$ cat config.mk
export PLATFORM = sky130hd
export DESIGN_NAME = hlc_fifo
export DESIGN_NICKNAME = d
export VERILOG_FILES = /design/src/hlc_fifo.sv
export SDC_FILE = /design/constraint.sdc
export NUM_CORES = 1
export LEC_CHECK = 0
export BUFFER_PORTS_ARGS = -buffer_cell sky130_fd_sc_hd__buf_2
export CORE_ASPECT_RATIO = 0.6
export CORE_MARGIN = 2
export CORE_UTILIZATION = 30
export DETAILED_ROUTE_END_ITERATION = 16
export GPL_TIMING_DRIVEN = 0
export PLACE_DENSITY_LB_ADDON = 0.25
export SYNTH_ARGS = -nofsm -noshare
export SYNTH_HDL_FRONTEND = slang
export SYNTH_SLANG_ARGS = --single-unit
export TNS_END_PERCENT = 10
$ cat constraint.sdc
create_clock -name clk -period 1.95 [get_ports clk]
set_input_delay 0.2925 -clock clk [delete_from_list [all_inputs] [get_ports clk]]
set_output_delay 0.2925 -clock clk [all_outputs]
set_load 0.005 [all_outputs]
$ cat src/hlc_fifo.sv
// ---------------------------------------------------------------------------
// hlc_fifo
// Small flop-based queue that decouples the front end from the clip pipeline.
// ---------------------------------------------------------------------------
module hlc_fifo #(
	parameter int WIDTH = 8,
	parameter int DEPTH = 4
) (
	input  logic             clk,
	input  logic             arst_n,
	input  logic             push,
	input  logic [WIDTH-1:0] push_data,
	output logic             full,
	input  logic             pop,
	output logic             empty,
	output logic [WIDTH-1:0] pop_data
);
	localparam int PTR_W = (DEPTH > 1) ? $clog2(DEPTH) : 1;
	localparam int CNT_W = $clog2(DEPTH + 1);

	logic [WIDTH-1:0] mem_q [DEPTH];
	logic [PTR_W-1:0] wr_ptr_q;
	logic [PTR_W-1:0] rd_ptr_q;
	logic [CNT_W-1:0] count_q;
	logic             do_push;
	logic             do_pop;

	assign full     = (count_q == CNT_W'(DEPTH));
	assign empty    = (count_q == '0);
	assign do_push  = push && !full;
	assign do_pop   = pop && !empty;
	assign pop_data = mem_q[rd_ptr_q];

	always_ff @(posedge clk) begin
		if (do_push) begin
			mem_q[wr_ptr_q] <= push_data;
		end
	end

	always_ff @(posedge clk or negedge arst_n) begin
		if (!arst_n) begin
			wr_ptr_q <= '0;
			rd_ptr_q <= '0;
			count_q  <= '0;
		end else begin
			if (do_push) begin
				wr_ptr_q <= (wr_ptr_q == PTR_W'(DEPTH - 1)) ? '0 : wr_ptr_q + 1'b1;
			end
			if (do_pop) begin
				rd_ptr_q <= (rd_ptr_q == PTR_W'(DEPTH - 1)) ? '0 : rd_ptr_q + 1'b1;
			end
			case ({do_push, do_pop})
				2'b10:   count_q <= count_q + 1'b1;
				2'b01:   count_q <= count_q - 1'b1;
				default: count_q <= count_q;
			endcase
		end
	end

	a_count_bound: assert property (@(posedge clk) disable iff (!arst_n)
		count_q <= CNT_W'(DEPTH)) else $error("queue count overflow");

	a_pop_only: assert property (@(posedge clk) disable iff (!arst_n)
		(do_pop && !do_push) |=> (count_q == $past(count_q) - 1'b1))
		else $error("queue count wrong after pop");

endmodule

**Yosys cells after proc, flatten, opt, wreduce, memory -nomap -nowiden**

Memories as Yosys holds them, arrays and structs flattened.
Cells that the tools add are included.

- Reductions and logical operators: 6
- Eq/ne operators: 5
- Add/subtract/negate cells: 4
- Multiplexer cells: 5

Operators by type and width:

| kind | number |
|---|---|
| == test 2 bit (second input constant) | 3 |
| one-hot mux 3 bit (2 select lines) | 1 |
| adder 2 x 1 -> 2 bit (second input constant) | 2 |
| 2-to-1 mux 2 bit | 2 |
| adder 3 x 1 -> 3 bit (second input constant) | 1 |
| == test 3 bit (second input constant) | 1 |
| zero test 3 bit | 1 |
| subtractor 3 x 1 -> 3 bit (second input constant) | 1 |
| == test 2 x 1 -> 1 bit (second input constant) | 1 |
| logical AND 1 bit | 2 |
| zero test 1 bit | 2 |
| 2-to-1 mux 1 bit | 2 |
| nonzero test 2 bit | 1 |

- Input bits: 12
- Bits in registers: 7
- Word-level logic and storage cells: 24
- Output and inout port bits: 10
- RAM bits: 32
- Memories: 1

Memory list:

| name | words | bits a word | rd ports | clocked after memory_dff | write ports | line | source |
|---|---|---|---|---|---|---|---|
| mem_q | 4 | 8 | 1 | 0 | 1 | 21 | `logic [WIDTH-1:0] mem_q [DEPTH];` |

**Longest topological paths before layout**

- Depth after elaboration: 5
- Depth in mapped cells: 9
- Mapped depth without buffers: 9

**Least setup slack after synthesis**

Ideal clock, no wire load.

- Path type: register to register
- Start: reg count_q[0]
- End: reg count_q[2]
- Slack: -0.119 ns
- Data required time: 1.871 ns
- Stages on the path, launching flop included: 10
- Buffers on the path: 0
- Period minus slack after synthesis: 2.069 ns
- Data arrival time: 1.989 ns
- Setup time: 0.079 ns
- Cell sequence: dfrtp_1 or3b_4 and2_4 inv_1 ha_1 inv_1 fa_1 xor2_1 nor2_1 xor2_1

- Longest elaborated chain between the ends: 5
- Elaborated cells between the ends (all ways): 12
- Classes of those cells: 2 x add/sub; 3 x eq/ne; 1 x mux; 6 x reduce/logical

RTL lines:

| item | line | source |
|---|---|---|
| from (decl) | 24 | `logic [CNT_W-1:0] count_q;` |
| from (signal assigned) | 53 | `2'b10: count_q <= count_q + 1'b1;` |
| from (signal assigned) | 54 | `2'b01: count_q <= count_q - 1'b1;` |
| from (signal assigned) | 55 | `default: count_q <= count_q;` |
| == test 3 bit or zero test 3 bit (tied branches) | 28, 29 |  |
| zero test 1 bit (on tied branches) | 30, 31 |  |
| logical AND 1 bit (on tied branches) | 30, 31 |  |
| == test 2 x 1 -> 1 bit or == test 2 bit (tied branches) | 52 | `case ({do_push, do_pop})` |
| one-hot mux 3 bit (2 select lines) or nonzero test 2 bit (tied branches) | - |  |

Parallel ways exist; a longest one is shown, timed or not.
A chain may end at the register's enable or synchronous reset.

**Final worst setup path**

Same ends and word-level chain as after synthesis.

==> impl_metrics.py <==
metrics = {
    "logic_synthesis": {
        "async_reset_ff_frac": 0.179,
        "synth_area_per_cell_um2": 19.4,
        "synth_nets": 102,
        "ys.flop_type": "edfxtp_1",
        "synth_edf_count": 32,
        "ys_ff_latch": 39,
        "synth.most_common_cell": "edfxtp_1",
        "ys_top_cells_by_count": "32 x edfxtp_1, 8 x inv_1, 8 x mux4_2",
        "netlist_area_um2": 1610,
        "yosys_warnings": 0,
        "ys_seq_area_frac": 0.705,
        "synth_cells": 83,
        "yosysUniqueCellTypes": 19,
        "yosysTopAreaCellShare": 0.596,
        "synth_area_leaders": "edfxtp_1 60%, mux4_2 11%, dfrtp_1 11%",
        "yosysTopAreaCell": "edfxtp_1",
    },
    "worst_hold_path": {
        "whs_endpoint": "mem_q[1][1]$_DFFE_PP_",
        "hold_class": "input pin to register",
        "min_from": "push_data[1]",
        "holdPathStages": 1,
    },
    "place": {
        "io_buffers": 21,
        "gp_congestion": 0.605,
        "dp_cells": 170,
        "hpwlAfterDp_um": 1850,
        "dp_worst_setup_slack_ns": -0.111,
    },
    "global_route": {
        "grt_antenna_before_repair": 0,
        "grt_overflow": 0,
        "grt_pass1_vias": 831,
        "grt_max_degree": 12,
        "grt_pass1_wl_um": 4240,
        "grtUsageTotal": 0.101,
    },
    "clocking": {
        "cts_sinks": 39,
        "cts_made_buffers": 5,
        "clk_path_buf_depth": 2,
        "htree_levels": 2,
        "clkTransAtPathRegs_ns": 0.07,
        "cts_tree": "built",
        "root_buffer": "clkbuf_8",
        "clock_latency_ns": 0.28,
    },
    "routing": {
        "routed-wl-met2_um": 1270,
        "vias": 785,
        "route.antenna.remaining_nets": 0,
        "top_layer": "met4",
        "wl_met3_um": 149,
        "drc_errors": 0,
        "wl_um": 2760,
        "drt-met1-wl_um": 1310,
        "firstDrtPassIters": 4,
        "wire_per_inst_um": 15.2,
        "avgViaCountPerCell": 4.31,
        "drt_iter0_drc": 17,
    },
    "sta": {
        "rsz0062_at_grt": "yes",
        "report.final.slew_viol_count": 0,
        "finalWorstSetupSlack_ns": -0.0729,
        "slew_headroom": 0.826,
        "fin_skew_ns": 0.00801,
        "fmax_mhz": 494,
        "period_minus_slack_ns": 2.02,
        "tightest_slew_ns": 0.261,
        "finalSetupViolations": 1,
        "whs_ns": 0.227,
        "final-hold-violation-count": 0,
        "period_share": 1.04,
    },
    "final_layout": {
        "fin_nets": 134,
        "fin_util": 0.379,
        "insertedDiodeCount": 0,
        "layout.cells.non_filler": 182,
        "drive_gt1_frac": 0.474,
        "area_growth_pct": 20.5,
    },
    "floorplanning": {
        "rows": 20,
        "dieWidth_um": 98.6,
        "core_um2": 5130,
        "die_area_um2": 5990,
        "die_h_um": 60.8,
        "start_util": 0.314,
        "pin_count": 22,
    },
    "setup_path": {
        "worstPathRequired_ns": 2.16,
        "end_kind": "register",
        "r2r-end": "count_q[2]$_DFFE_PN0P_",
        "worstSetupPathType": "register to register",
        "r2r_slack_ns": -0.07,
        "rr_worst_depth": 9,
        "critPathMaxFanout": 6,
        "cp_data_arrival_time_ns": 2.23,
        "critPathLaunchType": "register",
        "r2r-start": "count_q[0]$_DFFE_PN0P_",
    },
    "power": {
        "cellPowerDensity_nw_per_um2": 1420,
        "ir_worst_vdd_v": 0.000623,
        "p_leak_uw": 0.000760,
    },
    "job": {
        "max-cap-violations": 0,
    },
    "run_status": {
        "violations": "negative setup slack",
        "outcome": "finished, violations left",
    },
}
==> cell usage in the layout, fill, tap and decap left out, types with 2 or more instances in the layout <==
cell and count:
edfxtp_1 32, buf_2 22, mux4_2 8, dfrtp_1 7, inv_1 6, ha_1 5, clkbuf_8 5, buf_4 4
and3_2 4, nor2_1 3, mux2_4 2, mux2_2 2, xor2_1 2, clkbuf_1 2
==> registers in the layout, indices dropped and copies added, names as in the netlist <==
register,count
wr_ptr_q,2
count_q,3
mem_q,32
rd_ptr_q,2
==> where the power goes <==
| group | internal (uW) | switching, uW | leakage (uW) |
|---|---|---|---|
| Sequential | 1130 | 85.0 | 0.000375 |
| Combinational | 554 | 471 | 0.000342 |
| Clock | 251 | 257 | 0.0000422 |
==> critical path: stages (launching register included) <==
cell,delay (ns)
dfrtp_1,0.39
or3b_4,0.43
and2_4,0.16
inv_4,0.05
ha_4,0.12
inv_2,0.04
fa_2,0.34
xor2_1,0.14
nor2_1,0.11
xor2_1,0.15
==> cell families after synthesis <==
logic type    synth area share
flops                    0.705
mux                      0.151
xor+xnor                0.0163
fa+ha+maj               0.0590
simple gates            0.0450
buf+inv                 0.0241
==> per-layer routing <==
| layer | vias up | track usage |
|---|---|---|
| met5 | - | 0 |
| met4 | 0 | 0.0294 |
| met3 | 4 | 0.0403 |
| met2 | 16 | 0.158 |
| met1 | 391 | 0.132 |
| li1 | 374 | - |
==> per-stage QoR <==
stage / cell area [um^2] / total power (uW) / setup TNS (ns)
5_1_grt: 1940 / 2940 / -0.160
3_3_place_gp: 1810 / 2170 / -0.102
2_1_floorplan: 1630 / 1900 / -0.0115
3_5_place_dp: 1810 / 2220 / -0.111
4_1_cts: 1930 / 2790 / -0.0852
6_report: 1940 / 2750 / -0.0729
==> cell type report <==
type | count | area (um^2)
clock buffer | 7 | 76.3
fill | 483 | 3190
sequential | 39 | 1140
clock inverter | 1 | 5.00
tap | 66 | 82.6
buffer | 2 | 12.5
inverter | 8 | 32.5
multi-input combinational | 34 | 459
timing repair buffer | 25 | 138
==> timing repair <==
| action | in CTS | in global routing |
|---|---|---|
| setup buffers | 3 | 0 |
| endpoints found under the setup margin | 9 | 2 |
| hold buffers | 1 | 0 |
| hold endpoints to repair | 7 | 0 |
| cloned | 0 | 0 |
| pin swaps | 2 | 0 |
| resized for setup | 2 | 2 |
==> worst max-delay path by stage <==
| stage | from | depth (start not counted) | end | slack, ns |
|---|---|---|---|---|
| final | count_q[0]$_DFFE_PN0P_ | 9 | count_q[2]$_DFFE_PN0P_ | -0.07 |
| after global routing | count_q[0]$_DFFE_PN0P_ | 9 | count_q[2]$_DFFE_PN0P_ | -0.16 |
| after CTS | count_q[0]$_DFFE_PN0P_ | 9 | count_q[2]$_DFFE_PN0P_ | -0.09 |
| after detailed placement | count_q[0]$_DFFE_PN0P_ | 9 | count_q[2]$_DFFE_PN0P_ | -0.11 |
| after global placement | count_q[0]$_DFFE_PN0P_ | 9 | count_q[2]$_DFFE_PN0P_ | -0.10 |
| after floorplan | count_q[0]$_DFFE_PN0P_ | 9 | count_q[2]$_DFFE_PN0P_ | -0.01 |
Power figures use the tool's default switching activity.
