===== src/hlc_pkg.sv =====
// ---------------------------------------------------------------------------
// hlc_pkg
// Shared constants, types and plane helpers for the homogeneous line clipper.
// ---------------------------------------------------------------------------
package hlc_pkg;

	localparam int NUM_PLANES    = 6;
	localparam int FIFO_DEPTH    = 4;
	localparam int NUM_COMPS     = 4;
	localparam int NUM_ENDPOINTS = 2;
	localparam int MIN_DEN_W     = 16;

	// component codes inside one endpoint
	localparam int COMP_X = 0;
	localparam int COMP_Y = 1;
	localparam int COMP_Z = 2;
	localparam int COMP_W = 3;

	typedef logic [MIN_DEN_W-1:0] min_den_t;

	localparam min_den_t MIN_DEN_RESET = 16'd1;

	// plane order: w+x, w-x, w+y, w-y, w+z, w-z
	function automatic int plane_axis(input int plane);
		plane_axis = plane / 2;
	endfunction

	function automatic bit plane_minus(input int plane);
		plane_minus = (plane % 2) == 1;
	endfunction

endpackage


===== src/hlc_front.sv =====
// ---------------------------------------------------------------------------
// hlc_front
// Accepts segments and evaluates both endpoints against the first plane.
// ---------------------------------------------------------------------------
module hlc_front #(
	parameter int W = 32
) (
	input  logic             clk,
	input  logic             arst_n,
	input  logic             in_valid,
	output logic             in_stall,
	input  logic [8*W-1:0]   in_pts,
	input  logic             fifo_full,
	output logic             push,
	output logic [10*W+1:0]  push_data
);
	import hlc_pkg::*;

	localparam int DW   = W + 1;
	localparam int AXIS = plane_axis(0);
	localparam bit MNUS = plane_minus(0);

	logic            f_valid_q;
	logic [8*W-1:0]  f_pts_q;
	logic [DW-1:0]   f_d0_q;
	logic [DW-1:0]   f_d1_q;
	logic            ready;
	logic [DW-1:0]   d0;
	logic [DW-1:0]   d1;
	logic [W-1:0]    s_w;
	logic [W-1:0]    s_c;
	logic [W-1:0]    e_w;
	logic [W-1:0]    e_c;

	assign ready    = !f_valid_q || !fifo_full;
	assign in_stall = !ready;
	assign push     = f_valid_q;

	assign s_w = in_pts[COMP_W*W +: W];
	assign s_c = in_pts[AXIS*W +: W];
	assign e_w = in_pts[(NUM_COMPS + COMP_W)*W +: W];
	assign e_c = in_pts[(NUM_COMPS + AXIS)*W +: W];
	assign d0 = MNUS ? ({s_w[W-1], s_w} - {s_c[W-1], s_c}) : ({s_w[W-1], s_w} + {s_c[W-1], s_c});
	assign d1 = MNUS ? ({e_w[W-1], e_w} - {e_c[W-1], e_c}) : ({e_w[W-1], e_w} + {e_c[W-1], e_c});

	assign push_data = {f_d1_q, f_d0_q, f_pts_q};

	always_ff @(posedge clk or negedge arst_n) begin
		if (!arst_n) begin
			f_valid_q <= 1'b0;
		end else if (ready) begin
			f_valid_q <= in_valid;
		end
	end

	always_ff @(posedge clk) begin
		if (ready && in_valid) begin
			f_pts_q <= in_pts;
			f_d0_q  <= d0;
			f_d1_q  <= d1;
		end
	end

	// hold the segment while the queue is full
	a_hold: assert property (@(posedge clk) disable iff (!arst_n)
		(f_valid_q && fifo_full) |=> (f_valid_q && $stable(f_pts_q)))
		else $error("front segment lost while queue full");

endmodule


===== config.mk =====
export PLATFORM = sky130hd
export DESIGN_NAME = hlc_front
export DESIGN_NICKNAME = d
export VERILOG_FILES = /design/src/hlc_pkg.sv /design/src/hlc_front.sv
export SDC_FILE = /design/constraint.sdc
export NUM_CORES = 1
export LEC_CHECK = 0
export ABC_AREA = 0
export BUFFER_PORTS_ARGS = -buffer_cell sky130_fd_sc_hd__buf_4
export CAP_MARGIN = 20
export CORE_AREA = 2 2 230 232
export CTS_CLUSTER_DIAMETER = 200
export DETAILED_ROUTE_END_ITERATION = 12
export DIE_AREA = 0 0 232 234
export GPL_TIMING_DRIVEN = 1
export REMOVE_ABC_BUFFERS = 1
export SYNTH_ARGS = -nofsm -noshare
export SYNTH_HDL_FRONTEND = slang
export SYNTH_SLANG_ARGS = --single-unit

===== constraint.sdc =====
create_clock -name clk -period 14.65 [get_ports clk]
set_input_delay 2.93 -clock clk [delete_from_list [all_inputs] [get_ports clk]]
set_output_delay 2.93 -clock clk [all_outputs]
set_load 0.005 [all_outputs]

; Yosys cells after proc, flatten, opt, wreduce, memory -nomap -nowiden
; Cells that the tools add are included.
[classes]
addsub = 2
reduce_logical = 5
[op_table]
columns = operator, n
row1 = $add 32x32->33, 2
row2 = $logic_not 1->1, 3
row3 = $logic_and 1x1->1, 1
row4 = $logic_or 1x1->1, 1
[word_totals]
regBits = 323
out_inout_bits = 324
elab_cells = 11

; Logic depth before layout (Yosys ltp)
; Gate-level depths: netlist of the first run.
[logic_depth]
depth_word = 3
ltp_mapped = 11

; Least setup slack after synthesis of the first run
; Ideal clock, no wire load.
[synth_path]
kind = input-to-reg
start = input fifo_full
end = register f_d0_q[0], enable pin
setup_time_ns = 1.051
arrival_ns = 17.292
required_ns = 13.599
slack_ns = -3.693
stages = 2
cell_sequence = and2_1 nor2b_1
[synth_via]
elab_chain_cells = 3
[synth_rtl]
columns = element, line
row1 = start: declaration, hlc_front.sv:13  ; input logic fifo_full,
row2 = $logic_not 1->1, hlc_front.sv:35  ; assign ready = !f_valid_q || !fifo_full;
row3 = $logic_or 1x1->1, hlc_front.sv:35
row4 = $logic_and 1x1->1, hlc_front.sv:57  ; if (ready && in_valid) begin
row5 = end signal: assignment, hlc_front.sv:59  ; f_d0_q <= d0;
row6 = end: declaration, hlc_front.sv:25  ; logic [DW-1:0] f_d0_q;
; Every way passes these cells.
; A chain may end at the register's enable or synchronous reset.

; Final worst setup path of the first run
[layout_path]
start = input fifo_full
end = output in_stall
[layout_via]
elab_chain_cells = 3
[layout_rtl]
columns = element, line
row1 = $logic_not 1->1, hlc_front.sv:35
row2 = $logic_or 1x1->1, hlc_front.sv:35
row3 = $logic_not 1->1, hlc_front.sv:36  ; assign in_stall = !ready;
row4 = end: declaration, hlc_front.sv:11  ; output logic in_stall,
; Every way passes these cells.

==> impl_metrics.yaml, run 1 <==
critical_path:
  r2r_end: "f_d0_q[31]"
  reg2reg_slack_ns: 11.77
  critPathCaptureType: "output port"
  timing.rr.start: "push"
  worstRegToRegCells: 4
  critPathKind: "in -> out"
  cp_max_fo: 3
  arrival_ns: 3.37
  start_kind: "input port"
  required_ns: 11.72
grt:
  grt_pass1_vias: 9052
  antenna_found_initial: 3
  grt_use_total_pct: 13.96
  grt_pass1_wl_um: 56660
  grt.overflow.total: 0
  grt_max_degree: 177
power_and_ir_drop:
  max-vdd-ir-drop_v: 0.00008035
  p_total_mw: 2.419
  p_per_area_nw_per_um2: 124.3
  p_leak_nw: 8.061
clock_network:
  clk_path_buf_depth: 3
  cts-root-buf: "clkbuf_16"
  clock_latency_ns: 0.53
  h-tree-depth: 2
  cts.clk_slew.worst_paths_ns: 0.05
  hold_buffers: 0
  cts.sinks: 323
  ctsResizeCount: 0
  cts_tree: "built"
  numCtsBuffers: 39
  postCtsSetupRepairBufs: 0
synthesis:
  yosys-top-cells-area: "edfxtp_1 75%, ha_1 6.2%, xnor2_1 2.4%"
  post-synth-top-area-fraction_pct: 74.55
  syn_area_per_cell_um2: 17.18
  async_reset_ff_share_pct: 0.3096
  yosys.area.top_type: "edfxtp_1"
  netlist_area_um2: 12970
  yosys.cell_types.count: 63
  synth-seq-cells: 323
  synth_enable_flop_cells: 322
  ys_seq_area_share_pct: 74.74
  yosysWarnings: 0
  synth-main-ff-cell: "edfxtp_1"
  syn-instance-count: 755
routing:
  num_vias: 8959
  drcViolationCount: 0
  drtIter0Drc: 419
  post_drt_via_cell_ratio: 4.283
  first_pass_iters: 5
  drt_wl_total_um: 40520
  avgRoutedWirePerCell_um: 19.37
  drtAntennaViolNets: 0
sta:
  relSlewSlack_pct: 30.46
  tightest_slew_ns: 1.043
  fin_crit_sh_pct: 42.99
  whs_ns: 0.7431
  fin_ws_ns: 8.352
  finalSetupViolations: 0
  final_hold_viol_count: 0
  finalSetupTns_ns: 0
  clock_skew_ns: 0.008511
  clock.fmax_mhz: 158.8
  finalMaxSlewViolations: 0
  rsz0062_at_grt: "false"
  finalCriticalPeriod_ns: 6.298
floorplanning:
  start_util_pct: 24.93
  fp.dieH_um: 234
  ios: 584
  dieArea_um2: 54290
  coreArea_um2: 52020
  row_count: 84
  die_x_um: 232
run:
  max-cap-violations: 0
cells_and_area:
  num-fill-cells: 4953
  syn_to_final_growth_pct: 50.10
  finalNetCount: 1701
  drive_gt1_share_pct: 47.61
  final_cells: 2092
hold_path:
  hold_class: "reg -> reg"
  min_from: "push"
  hold_path_depth: 2
  whs_endpoint: "push"
placement:
  gp_congestion: 0.7898
  dpl.hpwl_um: 31830
  portBuffers: 583
  dpl.cell_count: 2022
  dpl_worst_slack_ns: 8.364
status:
  status: "complete, no violations"
[worst max-delay path by stage]
stage | depth (start not counted) | end | start | slack [ns]
3_3_place_gp | 3 | in_stall | fifo_full | 8.36
6_report | 3 | in_stall | fifo_full | 8.35
2_1_floorplan | 2 | f_d0_q[0] | fifo_full | -3.69
4_1_cts | 3 | in_stall | fifo_full | 8.36
5_1_grt | 3 | in_stall | fifo_full | 8.33
3_5_place_dp | 3 | in_stall | fifo_full | 8.36
[critical path, cell delays in order]
cell    delay [ns]
buf_4         0.11
and2_1        0.18
buf_4         0.15
[through the flow]
stage          utilization, %  instance area (um^2)
2_1_floorplan               -                 12940
3_3_place_gp            35.02                 18220
3_5_place_dp            35.02                 18220
4_1_cts                 37.41                 19460
5_1_grt                 37.41                 19460
6_report                37.42                 19470
[flip-flops by register name, summed over array words and instances (netlist names)]
register	count
f_d0_q	33
f_d1_q	33
f_pts_q	256
push	1
[power by group]
part | internal (mW) | leakage (nW) | switching (mW)
logic | 0.181 | 4.38 | 0.176
clock network | 0.573 | 0.601 | 0.372
registers | 1.10 | 3.08 | 0.0170
total | 1.85 | 8.06 | 0.565
[kinds of logic after synthesis]
group | count (synthesis) | share of synthesized area, %
AND/OR/NAND/NOR | 125 | 4.843
adder cells (fa/ha/maj) | 66 | 6.483
XOR/XNOR | 56 | 3.782
AO/OA/AOI/OAI | 169 | 9.657
buffers and inverters | 16 | 0.4920
flip-flops | 323 | 74.74
[cells in the mapped netlist, drive strengths merged (8+ instances only)]
cell / count
edfxtp: 322
ha: 64
nor3: 8
o21ai: 25
a21o: 36
inv: 9
nor2: 32
a21oi: 52
xnor2: 35
nor2b: 9
xor2: 21
and3: 9
nand2: 31
nand3: 11
[layout by cell type (no fill, tap or decap), drive strengths merged, types with 3 or more instances in the layout]
| cell type | n |
|---|---|
| clkinv | 10 |
| and3 | 9 |
| nand2b | 4 |
| and2 | 5 |
| o211ai | 5 |
| buf | 586 |
| nand4 | 6 |
| edfxtp | 322 |
| a211oi | 4 |
| or3 | 4 |
| a21o | 36 |
| nor2b | 9 |
| a41oi | 3 |
| inv | 11 |
| o21bai | 5 |
| nor2 | 32 |
| nand3 | 11 |
| xnor2 | 35 |
| nor3 | 8 |
| clkbuf | 52 |
| o21ai | 25 |
| a31oi | 7 |
| bufinv | 4 |
| o21a | 7 |
| o31ai | 4 |
| ha | 64 |
| nand2 | 31 |
| a21oi | 52 |
| xor2 | 21 |
[cell type report]
cell class	instances	area, um^2	area share [%]
multi-input combinational	416	3219	16.54
tap	688	860.8	4.422
sequential	323	9694	49.80
clock inverter	17	198.9	1.022
inverter	9	33.78	0.1735
clock buffer	52	1046	5.373
antenna	1	2.502	0.01285
timing repair buffer	586	4412	22.66
[metal layers]
layer  vias to the layer above  track usage [%]  part of all wire, %
met2                       347            24.90                   51
met4                         4            3.726                  1.8
met3                        51            4.973                  8.8
met5                         -                0                0.057
met1                      4350            15.79                   38
li1                       4207                -                    -
(Power assumes the default switching activity.)
==> run 2, diff against run 1 <==
Clock period 14.65 ns to 5.56 ns, I/O delays scaled along.
==> impl_metrics.yaml, run 2 (synthesis gave the netlist of run 1 again) <==
status:
  status: "complete, no violations"
clock_network:
  ctsResizeCount: 0
  hold_buffers: 0
  clk_path_buf_depth: 3
  postCtsSetupRepairBufs: 0
  cts.sinks: 323
  clock_latency_ns: 0.54
  numCtsBuffers: 40
  cts_tree: "built"
  cts-root-buf: "clkbuf_16"
  cts.clk_slew.worst_paths_ns: 0.06
  h-tree-depth: 2
cells_and_area:
  largest_register: "f_pts_q"
  drive_gt1_share_pct: 48.05
  syn_to_final_growth_pct: 50.41
  largestRegisters: "f_pts_q (256), f_d0_q (33), f_d1_q (33)"
  mostFrequentLayoutCells: "588 x buf_4, 322 x edfxtp_1, 64 x ha_1"
  finalNetCount: 1707
  antenna-diode-count: 0
  final_common_cell: "buf_4"
  num-fill-cells: 4966
  final_cells: 2099
  largest_reg_flops: 256
grt:
  grt_use_total_pct: 14.01
  grt_pass1_vias: 9126
  antenna_found_initial: 1
  grt.overflow.total: 0
  grt_max_degree: 110
  grt_pass1_wl_um: 56890
power_and_ir_drop:
  p_leak_nw: 8.086
  p_per_area_nw_per_um2: 324.3
  max-vdd-ir-drop_v: 0.0002273
  p_total_mw: 6.326
hold_path:
  hold_class: "in -> async"
critical_path:
  critPathCaptureType: "register"
  critPathKind: "in -> reg"
  worstRegToRegCells: 4
  reg2reg_slack_ns: 3.22
  cp_max_fo: 3
  start_kind: "input port"
  required_ns: 5.85
  arrival_ns: 3.70
sta:
  tightest_slew_ns: 0.8204
  rsz0062_at_grt: "false"
  finalCriticalPeriod_ns: 3.409
  relSlewSlack_pct: 45.19
  finalSetupViolations: 0
  clock.fmax_mhz: 293.4
  finalMaxSlewViolations: 0
  final_hold_viol_count: 0
  clock_skew_ns: 0.009075
  finalSetupTns_ns: 0
  fin_crit_sh_pct: 61.31
floorplanning:
  row_count: 84
  ios: 584
  dieArea_um2: 54290
  start_util_pct: 24.93
  fp.dieH_um: 234
  die_x_um: 232
  coreArea_um2: 52020
placement:
  dpl.cell_count: 2027
  gp_congestion: 0.8132
  portBuffers: 583
  dpl.hpwl_um: 32250
routing:
  drtIter0Drc: 381
  avgRoutedWirePerCell_um: 19.39
  drt_wl_total_um: 40690
  first_pass_iters: 4
  drcViolationCount: 0
  post_drt_via_cell_ratio: 4.251
  drtAntennaViolNets: 0
  num_vias: 8923
run:
  max-cap-violations: 0
run 2: cell types whose count changed in the layout (fill, tap and decap cells not counted):
cell,delta
clkbuf_1,-7
inv_6,+1
bufinv_16,-2
clkinv_1,+5
diode_2,-1
clkinv_4,+1
clkinvlp_4,+2
buf_12,+2
clkinv_2,+3
buf_4,+3
run 2: final timing paths:
path / startpoint / to
max in group asynchronous: arst_n / push
min: arst_n / push
min in group clk: push / push
max reg2reg: push / f_pts_q[70]
min reg2reg: push / push
max: in_pts[0] / f_d0_q[28]
run 2: area by class of cell:
| type | count | area [um^2] | share of cell area (%) |
|---|---|---|---|
| multi-input combinational | 416 | 3219 | 16.50 |
| clock inverter | 27 | 205.2 | 1.052 |
| sequential | 323 | 9694 | 49.70 |
| timing repair buffer | 591 | 4474 | 22.94 |
| tap | 688 | 860.8 | 4.413 |
| clock buffer | 45 | 1020 | 5.227 |
| inverter | 9 | 33.78 | 0.1732 |
run 2: where the power goes:
group / internal [mW] / leakage [nW] / switching [mW]
sequential: 2.90 / 3.08 / 0.0455
clock: 1.42 / 0.593 / 1.02
combinational: 0.482 / 4.42 / 0.465
run 2: stage by stage:
stage	worst slack, ns	instance area (um^2)	hold WS (ns)	utilization (%)
final	2.151	19510	0.3308	37.50
after global routing	1.946	19510	0.2981	37.50
after CTS	2.164	19510	0.2922	37.50
after detailed placement	1.562	18280	0.7168	35.14
after global placement	1.563	18280	0.6947	35.14
after floorplan	-10.96	12940	0.6391	-
run 2: worst max-delay path, cell delays in order:
cell and delay [ns]:
buf_4 0.11, ha_1 0.22, fa_1 0.43, a21o_1 0.21, a21oi_1 0.27, o21a_1 0.18
nor2_1 0.07, o21a_2 0.27, a31o_1 0.28, o31ai_4 0.27, o21ai_1 0.13, xor2_1 0.15
run 2: per-layer routing:
layer	track usage, %	vias to the layer above	part of all wire [%]
met4	4.367	2	2.3
met1	15.94	4309	38
met2	24.84	348	51
met5	0	-	0.032
met3	4.621	50	8.6
li1	-	4214	-
==> run 3, diff against run 2 <==
Clock period 5.56 ns to 2.9 ns, I/O delays scaled along.
==> impl_metrics.yaml, run 3 (synthesis gave the netlist of run 1 again) <==
status:
  status: "complete, no violations"
routing:
  post_drt_via_cell_ratio: 4.290
  drcViolationCount: 0
  wl_met1_um: 16090
  first_pass_iters: 4
  drtIter0Drc: 371
  num_vias: 9365
  top_layer: "met5"
  drtAntennaViolNets: 0
  wl_met3_um: 3208
  avgRoutedWirePerCell_um: 18.98
  drt_wl_total_um: 41430
  dr_wl_met2_um: 21170
critical_path:
  start_kind: "input port"
  required_ns: 3.18
  cp_max_fo: 3
  arrival_ns: 3.00
  critPathKind: "in -> reg"
  critPathCaptureType: "register"
cells_and_area:
  drive_gt1_share_pct: 51.17
  num-fill-cells: 4927
  largestRegisters: "f_pts_q (256), f_d0_q (33), f_d1_q (33)"
  final_cells: 2183
  largest_reg_flops: 256
  finalNetCount: 1794
  largest_register: "f_pts_q"
  antenna-diode-count: 0
  final_common_cell: "buf_4"
  mostFrequentLayoutCells: "674 x buf_4, 322 x edfxtp_1, 64 x ha_1"
  syn_to_final_growth_pct: 55.33
sta:
  fin_crit_sh_pct: 93.80
  relSlewSlack_pct: 60.36
  fin_ws_ns: 0.1798
  finalCriticalPeriod_ns: 2.720
  clock.fmax_mhz: 367.6
  final_hold_viol_count: 0
  rsz0062_at_grt: "false"
  finalSetupViolations: 0
  clock_skew_ns: 0.009774
  finalMaxSlewViolations: 0
  whs_ns: 0.2100
  tightest_slew_ns: 0.5864
clock_network:
  cts-root-buf: "clkbuf_16"
  postCtsSetupRepairBufs: 0
  h-tree-depth: 2
  cts_tree: "built"
  numCtsBuffers: 40
  clk_path_buf_depth: 3
  cts.sinks: 323
  cts.clk_slew.worst_paths_ns: 0.06
  clock_latency_ns: 0.54
grt:
  grt_pass1_vias: 9534
  grt_pass1_wl_um: 58950
  grt_max_degree: 88
  antenna_found_initial: 2
  grt.overflow.total: 0
  grt_use_total_pct: 14.36
floorplanning:
  ios: 584
  die_x_um: 232
  row_count: 84
  coreArea_um2: 52020
  dieArea_um2: 54290
  start_util_pct: 24.93
  fp.dieH_um: 234
power_and_ir_drop:
  p_per_area_nw_per_um2: 608.7
  p_leak_nw: 8.509
  p_total_mw: 12.26
  max-vdd-ir-drop_v: 0.0004235
placement:
  dpl.hpwl_um: 33250
  gp_congestion: 0.8011
  dpl_worst_slack_ns: -0.4803
  portBuffers: 583
  dpl.cell_count: 2113
run:
  max-cap-violations: 0
hold_path:
  hold_class: "in -> reg"
==> run 3: path summary, 6_finish.rpt <==
check	start	end	slack, ns	cells after the start
max	in_pts[0]	f_d0_q[28]	0.18	13
min	in_pts[217]	f_pts_q[217]	0.21	1
max reg2reg	push	f_pts_q[164]	1.03	4
min reg2reg	push	push	0.72	2
max in group asynchronous	arst_n	push	2.46	2
min in group asynchronous	arst_n	push	0.36	2
==> run 3: cell type report <==
cell class | count | area [um^2] | share of cell area, %
multi-input cells | 416 | 3222 | 15.99
repair buffers | 678 | 5130 | 25.46
inverters | 9 | 33.78 | 0.1677
clock buffers | 45 | 1020 | 5.062
flip-flops and latches | 323 | 9694 | 48.12
well taps | 688 | 860.8 | 4.273
clock inverters | 24 | 185.2 | 0.9192
==> run 3: timing repair <==
action | in CTS | in global routing
endpoints found under the hold margin | 1 | 0
hold buffers | 1 | 0
setup endpoints to repair | 0 | 1
resized for setup | 0 | 1
==> run 3: routing by layer <==
metal	vias to the layer above	track usage, %
met1	4557	16.62
met2	346	25.59
met5	-	0
li1	4397	-
met4	4	4.287
met3	61	4.256
==> run 3: where the power goes <==
group | internal (mW) | leakage [nW] | total (mW) | switching [mW]
registers | 5.55 | 3.08 | 5.64 | 0.0871
logic | 1.04 | 4.84 | 1.98 | 0.934
clock network | 2.70 | 0.595 | 4.64 | 1.94
==> run 3: worst max-delay path, stage by stage <==
cell and delay (ns):
buf_4 0.12, ha_1 0.22, fa_2 0.38, a21o_1 0.19
a21oi_1 0.15, buf_4 0.14, o21a_1 0.14, nor2_1 0.06
o21a_2 0.27, a31o_1 0.27, o31ai_4 0.22, o21ai_1 0.12
xor2_1 0.15
==> run 3: stage by stage <==
stage	TNS, ns	instance area (um^2)	utilization (%)
after global placement	-4.534	18930	36.38
after global routing	0	20150	38.72
after detailed placement	-5.535	18930	36.38
after CTS	0	20140	38.72
after floorplan	-4215.98	12940	-
final	0	20150	38.72
